==> src/rtl/sab_pkg.sv <==
`default_nettype none
package sab_pkg;

	// blend action codes
	localparam logic ACT_LUMA   = 1'b0;
	localparam logic ACT_CHROMA = 1'b1;

	// full weight of the blend
	localparam logic [7:0] BLEND_FULL = 8'd255;

	// rgb to yuv coefficients, scaled by 1024
	localparam int CY_R = 263;
	localparam int CY_G = 516;
	localparam int CY_B = 100;
	localparam int CU_R = 450;
	localparam int CU_G = 376;
	localparam int CU_B = 73;
	localparam int CV_R = 152;
	localparam int CV_G = 298;
	localparam int CV_B = 450;

	// offsets added after the scale-down
	localparam logic [7:0] Y_OFFSET = 8'd16;
	localparam logic [7:0] C_OFFSET = 8'd128;

	// input beat
	typedef struct packed {
		logic        action;
		logic [31:0] overlay_color;
		logic [7:0]  coverage_a;
		logic [7:0]  coverage_b;
		logic [7:0]  coverage_c;
		logic [7:0]  coverage_d;
		logic [7:0]  pixel_luma;
		logic [7:0]  pixel_cb;
		logic [7:0]  pixel_cr;
	} sab_item_t;

	// result beat
	typedef struct packed {
		logic [7:0] out_luma;
		logic [7:0] out_cb;
		logic [7:0] out_cr;
	} sab_result_t;

	// overlay colour in yuv
	typedef struct packed {
		logic [7:0] y;
		logic [7:0] u;
		logic [7:0] v;
	} sab_yuv_t;

	// floor(x / 255), exact for x up to 255 * 255
	function automatic logic [7:0] div255(input logic [15:0] x);
		logic [16:0] t;
		t = {1'b0, x} + 17'(x[15:8]) + 17'd1;
		return t[15:8];
	endfunction

endpackage
`default_nettype wire

==> src/rtl/sab_rgb2yuv.sv <==
`default_nettype none
module sab_rgb2yuv
	import sab_pkg::*;
(
	input  wire logic        clk,
	input  wire logic [31:0] color,
	output sab_yuv_t         yuv_s2
);

	logic        [7:0]  r, g, b;
	logic signed [18:0] sr, sg, sb;
	logic        [17:0] sum_y;
	logic signed [18:0] sum_u, sum_v;

	logic        [17:0] sum_y_s1;
	logic signed [18:0] sum_u_s1, sum_v_s1;

	assign r  = color[31:24];
	assign g  = color[23:16];
	assign b  = color[15:8];
	assign sr = signed'({11'd0, r});
	assign sg = signed'({11'd0, g});
	assign sb = signed'({11'd0, b});

	// constant products and sums of the matrix
	always_comb begin
		sum_y = 18'(CY_R) * 18'(r) + 18'(CY_G) * 18'(g) + 18'(CY_B) * 18'(b);
		sum_u = 19'(CU_R) * sr - 19'(CU_G) * sg - 19'(CU_B) * sb;
		sum_v = 19'(CV_B) * sb - 19'(CV_R) * sr - 19'(CV_G) * sg;
	end

	// stage 1: matrix sums
	always_ff @(posedge clk) begin
		sum_y_s1 <= sum_y;
		sum_u_s1 <= sum_u;
		sum_v_s1 <= sum_v;
	end

	// stage 2: floor scale-down and offset, wrapped to a byte
	always_ff @(posedge clk) begin
		yuv_s2.y <= sum_y_s1[17:10] + Y_OFFSET;
		yuv_s2.u <= sum_u_s1[17:10] + C_OFFSET;
		yuv_s2.v <= sum_v_s1[17:10] + C_OFFSET;
	end

endmodule
`default_nettype wire

==> src/rtl/subtitle_alpha_blend_yuv.sv <==
`default_nettype none
// Subtitle glyph blend into a 4:2:0 picture. A beat is taken at every clock
// edge where start is high; busy is held low, so one beat per clock is
// sustained. Each result appears on result for one cycle with done high,
// after its beat has passed the five register stages (coverage and matrix
// sums, weight product and overlay colour, weight divide, the two blend
// products, final divide), in order; the receiver cannot stall. Action 0
// blends luma with coverage_a; action 1 blends cb and cr with the floor
// average of the four coverages.
module subtitle_alpha_blend_yuv
	import sab_pkg::*;
(
	input  wire logic  clk,
	input  wire logic  arst_n,
	input  wire logic  start,
	output logic       busy,
	input  wire sab_item_t item,
	output logic       done,
	output sab_result_t result
);

	logic        accept;
	logic [9:0]  cov_sum;
	logic [7:0]  cov;
	sab_yuv_t    yuv_s2;

	logic        v_s1, v_s2, v_s3, v_s4, v_s5;
	logic        act_s1, act_s2, act_s3, act_s4;
	logic [7:0]  cov_s1, opac_s1;
	logic [15:0] wprod_s2;
	logic [7:0]  k_s3;
	sab_yuv_t    yuv_s3;
	logic [15:0] mix_a_s4, mix_b_s4;
	logic [23:0] pix_s1, pix_s2, pix_s3, pix_s4;
	sab_result_t result_s5;

	logic [7:0]  over_a, orig_a, inv_k;

	// the pipeline never stalls
	assign busy   = 1'b0;
	assign accept = start & ~busy;

	// overlay colour conversion, two stages
	sab_rgb2yuv u_rgb2yuv (
		.clk    (clk),
		.color  (item.overlay_color),
		.yuv_s2 (yuv_s2)
	);

	// coverage selection
	always_comb begin
		cov_sum = 10'(item.coverage_a) + 10'(item.coverage_b)
			+ 10'(item.coverage_c) + 10'(item.coverage_d);
		cov = (item.action == ACT_CHROMA) ? cov_sum[9:2] : item.coverage_a;
	end

	// valid bits
	always_ff @(posedge clk or negedge arst_n) begin
		if (!arst_n) begin
			v_s1 <= 1'b0;
			v_s2 <= 1'b0;
			v_s3 <= 1'b0;
			v_s4 <= 1'b0;
			v_s5 <= 1'b0;
		end else begin
			v_s1 <= accept;
			v_s2 <= v_s1;
			v_s3 <= v_s2;
			v_s4 <= v_s3;
			v_s5 <= v_s4;
		end
	end

	// stage 1: coverage and opacity
	always_ff @(posedge clk) begin
		act_s1  <= item.action;
		cov_s1  <= cov;
		opac_s1 <= BLEND_FULL - item.overlay_color[7:0];
		pix_s1  <= {item.pixel_luma, item.pixel_cb, item.pixel_cr};
	end

	// stage 2: coverage times opacity
	always_ff @(posedge clk) begin
		act_s2   <= act_s1;
		wprod_s2 <= 16'(cov_s1) * 16'(opac_s1);
		pix_s2   <= pix_s1;
	end

	// stage 3: effective weight
	always_ff @(posedge clk) begin
		act_s3 <= act_s2;
		k_s3   <= div255(wprod_s2);
		yuv_s3 <= yuv_s2;
		pix_s3 <= pix_s2;
	end

	// blend operands: path a is luma or cb, path b is cr
	always_comb begin
		inv_k  = BLEND_FULL - k_s3;
		over_a = (act_s3 == ACT_CHROMA) ? yuv_s3.u : yuv_s3.y;
		orig_a = (act_s3 == ACT_CHROMA) ? pix_s3[15:8] : pix_s3[23:16];
	end

	// stage 4: weighted sums
	always_ff @(posedge clk) begin
		act_s4   <= act_s3;
		mix_a_s4 <= 16'(k_s3) * 16'(over_a) + 16'(inv_k) * 16'(orig_a);
		mix_b_s4 <= 16'(k_s3) * 16'(yuv_s3.v) + 16'(inv_k) * 16'(pix_s3[7:0]);
		pix_s4   <= pix_s3;
	end

	// stage 5: divide down and merge with the untouched fields
	always_ff @(posedge clk) begin
		if (act_s4 == ACT_CHROMA) begin
			result_s5.out_luma <= pix_s4[23:16];
			result_s5.out_cb   <= div255(mix_a_s4);
			result_s5.out_cr   <= div255(mix_b_s4);
		end else begin
			result_s5.out_luma <= div255(mix_a_s4);
			result_s5.out_cb   <= pix_s4[15:8];
			result_s5.out_cr   <= pix_s4[7:0];
		end
	end

	assign done   = v_s5;
	assign result = result_s5;

endmodule
`default_nettype wire

==> config.mk <==
export PLATFORM = sky130hd
export DESIGN_NAME = subtitle_alpha_blend_yuv
export DESIGN_NICKNAME = d
export VERILOG_FILES = /design/src/rtl/sab_pkg.sv /design/src/rtl/sab_rgb2yuv.sv /design/src/rtl/subtitle_alpha_blend_yuv.sv
export SDC_FILE = /design/constraint.sdc
export NUM_CORES = 1
export LEC_CHECK = 0
export ABC_AREA = 1
export BUFFER_PORTS_ARGS = -buffer_cell sky130_fd_sc_hd__buf_2
export CAP_MARGIN = 20
export CORE_MARGIN = 1
export CORE_UTILIZATION = 55
export DETAILED_ROUTE_END_ITERATION = 12
export HOLD_SLACK_MARGIN = 0.02
export PLACE_DENSITY = 0.8
export SLEW_MARGIN = 5
export SYNTH_ARGS = -nofsm -noshare
export SYNTH_HDL_FRONTEND = slang
export SYNTH_SLANG_ARGS = --single-unit
==> constraint.sdc <==
create_clock -name clk -period 6.6 [get_ports clk]
set_input_delay 0.33 -clock clk [delete_from_list [all_inputs] [get_ports clk]]
set_output_delay 0.33 -clock clk [all_outputs]
set_load 0.1 [all_outputs]
==> results by group <==
Clock network
  – Clock buffer count from CTS: 28
  – CTS Root Cell: clkbuf_16
  – CTS sink cnt: 273
  – Post-cts sizing count: 0
  – Longest Clk Path Bufs: 3
  – CTS H-tree depth: 1
  – Clk slew on worst S/H paths: 0.07 ns
  – Cts hold-fix bufs: 41
  – CTS tree: built
  – Setup bufs post-CTS: 0
  – Worst-Skew Late Latency: 0.57 ns

Critical path
  – CP Data Required Time: 7.05 ns
  – Most frequent CP cell: fa_1
  – Worst R2R Start: act_s3
  – CP Launch Type: flip-flop
  – Slowest CP cell: fa_1
  – Crit. Startpoint: act_s3
  – Setup CP Type: reg -> reg
  – Worst Path Max Fanout: 31
  – Worst-path cell chain: buf_4 -> nand2_1 -> o21ai_1 -> inv_1 -> nand2_1 -> fa_1 -> fa_1 -> fa_1 -> inv_1 -> fa_1 -> fa_1 -> inv_1 -> fa_1 -> inv_1 -> ha_1 -> a21oi_1 -> nand3_2 -> nand2_2 -> nand2_1 -> xor2_1
  – WP data arrival: 6.16 ns
  – Crit end category: flip-flop
  – CP peak stage delay: 0.55 ns

Floorplan
  – Top-Level Pins: 118
  – Full die area: 54,000 sq um
  – Die W: 232 um
  – Die Span Y: 232 um
  – Placeable Area: 52,600 sq um
  – Site Rows: 84
  – Initial core utilization: 0.556

Run status
  – Status: completed

Cells and area
  – Nets: 4,634
  – Ant. Diodes: 0
  – Number of fill cells in the layout: 4,552
  – Non-Filler Instances: 4,446
  – Area growth, synth to finish: 9.25%
  – Fraction of layout cells with a size suffix above 1: 0.0663

STA
  – Max_slew headroom: 0.464
  – Sum Neg Setup Slack: 0 ns
  – Final setup vio count: 0
  – Max Freq: 0.175 GHz
  – Final Max Tran Viols: 0
  – Worst Tran Pin Value: 0.803 ns
  – RSZ-0062 raised after global routing: false
  – Fin crit period: 5.71 ns
  – Fin. Hold Viols: 0
  – Clock Skew: 0.0141 ns
  – Final period util: 0.865

Synthesis
  – Sequential share of the synthesized area: 0.188
  – Synth top area share: 0.234
  – Mapped Area: 29,200 sq um
  – Post-Synthesis Cells: 3,587
  – Syn Area/Cell: 8.14 sq um
  – Synth area leaders: fa_1 23%, ha_1 20%, dfxtp_1 18%, inv_1 11%, nand2_1 9.4%
  – Area leader, netlist: fa_1
  – FFs w/ async S/R, synth: 0.0183
  – FF+latch count, synth: 273
  – Main synth FF type: dfxtp_1
  – Number of synthesis warnings: 0
  – Post-synth EDFFs: 0
  – Netlist cell types: 58

Routing
  – Initial drt markers: 1,210
  – Drt wl/cell: 14.7 um
  – Vias: 22,600
  – Routed vias/inst: 5.09
  – Drt drc: 0
  – Drt pass-1 iters: 6
  – WL final: 65,200 um
  – Detail Route Antenna Nets: 0

Placement
  – IO buf count: 116
  – Placed Cells incl. Taps: 4,353
  – Final HPWL DP: 53,900 um
  – RD Place Congestion: 0.960

Global routing
  – Largest net degree at the start of global routing: 32
  – GRT overflow: 0
  – Initial antenna violation count: 5
  – Vias in the first global route: 23,400
  – Total GRT Usage: 0.254
  – First-pass GRT wire length: 111,000 um

Worst hold path
  – Worst hold path type: in -> reg
  – Hold Path Origin: item[50]

Run
  – Total of max-cap violations: 0
## Yosys cell counts (13+ instances only)
cell,instances
nand4_1,30
nor3_1,17
inv_1,818
inv_2,21
nand3_1,171
xnor2_1,43
nor2_1,250
o21bai_1,18
o21ai_0,32
clkbuf_1,41
xor2_1,70
fa_1,342
dfxtp_1,268
a21oi_1,131
nand2_1,728
o21ai_1,13
a21o_1,18
ha_1,464
## path summary, 6_finish.rpt
path	endpoint	slack [ns]	cells after the start
max	mix_a_s4[9]	0.89	20
min	cov_s1[2]	0.04	3
max reg2reg	mix_a_s4[9]	0.89	20
min reg2reg	u_rgb2yuv.yuv_s2[11]	0.32	0
max in group asynchronous	v_s2	6.33	2
min in group asynchronous	v_s4	0.13	2
## kinds of logic after synthesis
group	share of synthesized area
buffers and inverters	0.117
adder cells (fa/ha/maj)	0.433
other	0.000128
XOR/XNOR	0.0339
AO/OA/AOI/OAI	0.0499
multiplexers	0.000814
AND/OR/NAND/NOR	0.177
flip-flops	0.188
## flip-flops by register name, indices dropped and copies added, names as in the netlist, 8 cells and up
name,cells
u_rgb2yuv.sum_y_s1,8
pix_s2,24
wprod_s2,16
pix_s1,24
result,24
u_rgb2yuv.sum_u_s1,8
mix_a_s4,16
cov_s1,8
pix_s4,24
k_s3,8
pix_s3,24
yuv_s3,24
mix_b_s4,16
u_rgb2yuv.yuv_s2,24
opac_s1,8
u_rgb2yuv.sum_v_s1,8
## worst max-delay path, delay by kind of cell, from the launching register on
kind	cells	cell delay, ns
adder cells (fa/ha/maj)	7	3.36
buffers and inverters	5	0.68
AND/OR/NAND/NOR	5	0.57
AO/OA/AOI/OAI	2	0.51
flip-flops	1	0.31
XOR/XNOR	1	0.15
## cell type report
cell class / count / area (sq um) / share of cell area
Multi-Input combinational cell: 2418 / 20300 / 0.637
Sequential cell: 273 / 5490 / 0.172
Inverter: 844 / 3170 / 0.0993
Timing Repair Buffer: 171 / 1100 / 0.0344
Tap cell: 688 / 861 / 0.0270
Clock buffer: 32 / 757 / 0.0237
Clock inverter: 20 / 219 / 0.00686
## stage by stage
| stage | area, sq um | utilization | hold slack, ns | setup WS (ns) |
|---|---|---|---|---|
| 4_1_cts | 31900 | 0.607 | 0.0242 | 0.915 |
| 3_5_place_dp | 30500 | 0.581 | 0.148 | 0.931 |
| 3_3_place_gp | 30500 | 0.581 | 0.144 | 0.979 |
| 6_report | 31900 | 0.607 | 0.0391 | 0.888 |
| 5_1_grt | 31900 | 0.607 | 0.0463 | 0.493 |
| 2_1_floorplan | 29200 | - | 0.0344 | 1.22 |
## layout by cell type, fill, tap and decap left out, drive strengths merged, types with 30 or more instances in the layout
| master | netlist | routed |
|---|---|---|
| nor2 | 252 | 252 |
| nand3 | 176 | 176 |
| clkbuf | 42 | 32 |
| ha | 464 | 464 |
| xnor2 | 43 | 43 |
| nand4 | 30 | 30 |
| fa | 342 | 342 |
| xor2 | 70 | 70 |
| o21ai | 56 | 56 |
| dfxtp | 268 | 268 |
| dlygate4sd3 | 0 | 41 |
| inv | 839 | 844 |
| a21oi | 133 | 133 |
| buf | 12 | 130 |
| nand2 | 740 | 740 |
## layer usage
layer	vias to the layer above	global-route usage	wire length (um)
met4	8	0.0886	2130
met1	10500	0.319	27700
met3	143	0.0355	3870
li1	11300	-	-
met2	666	0.444	31400
met5	-	0	57
Power is left out: the tool's default activity adds up to more than one toggle a clock period on the data nets, which glitch-free logic cannot reach.
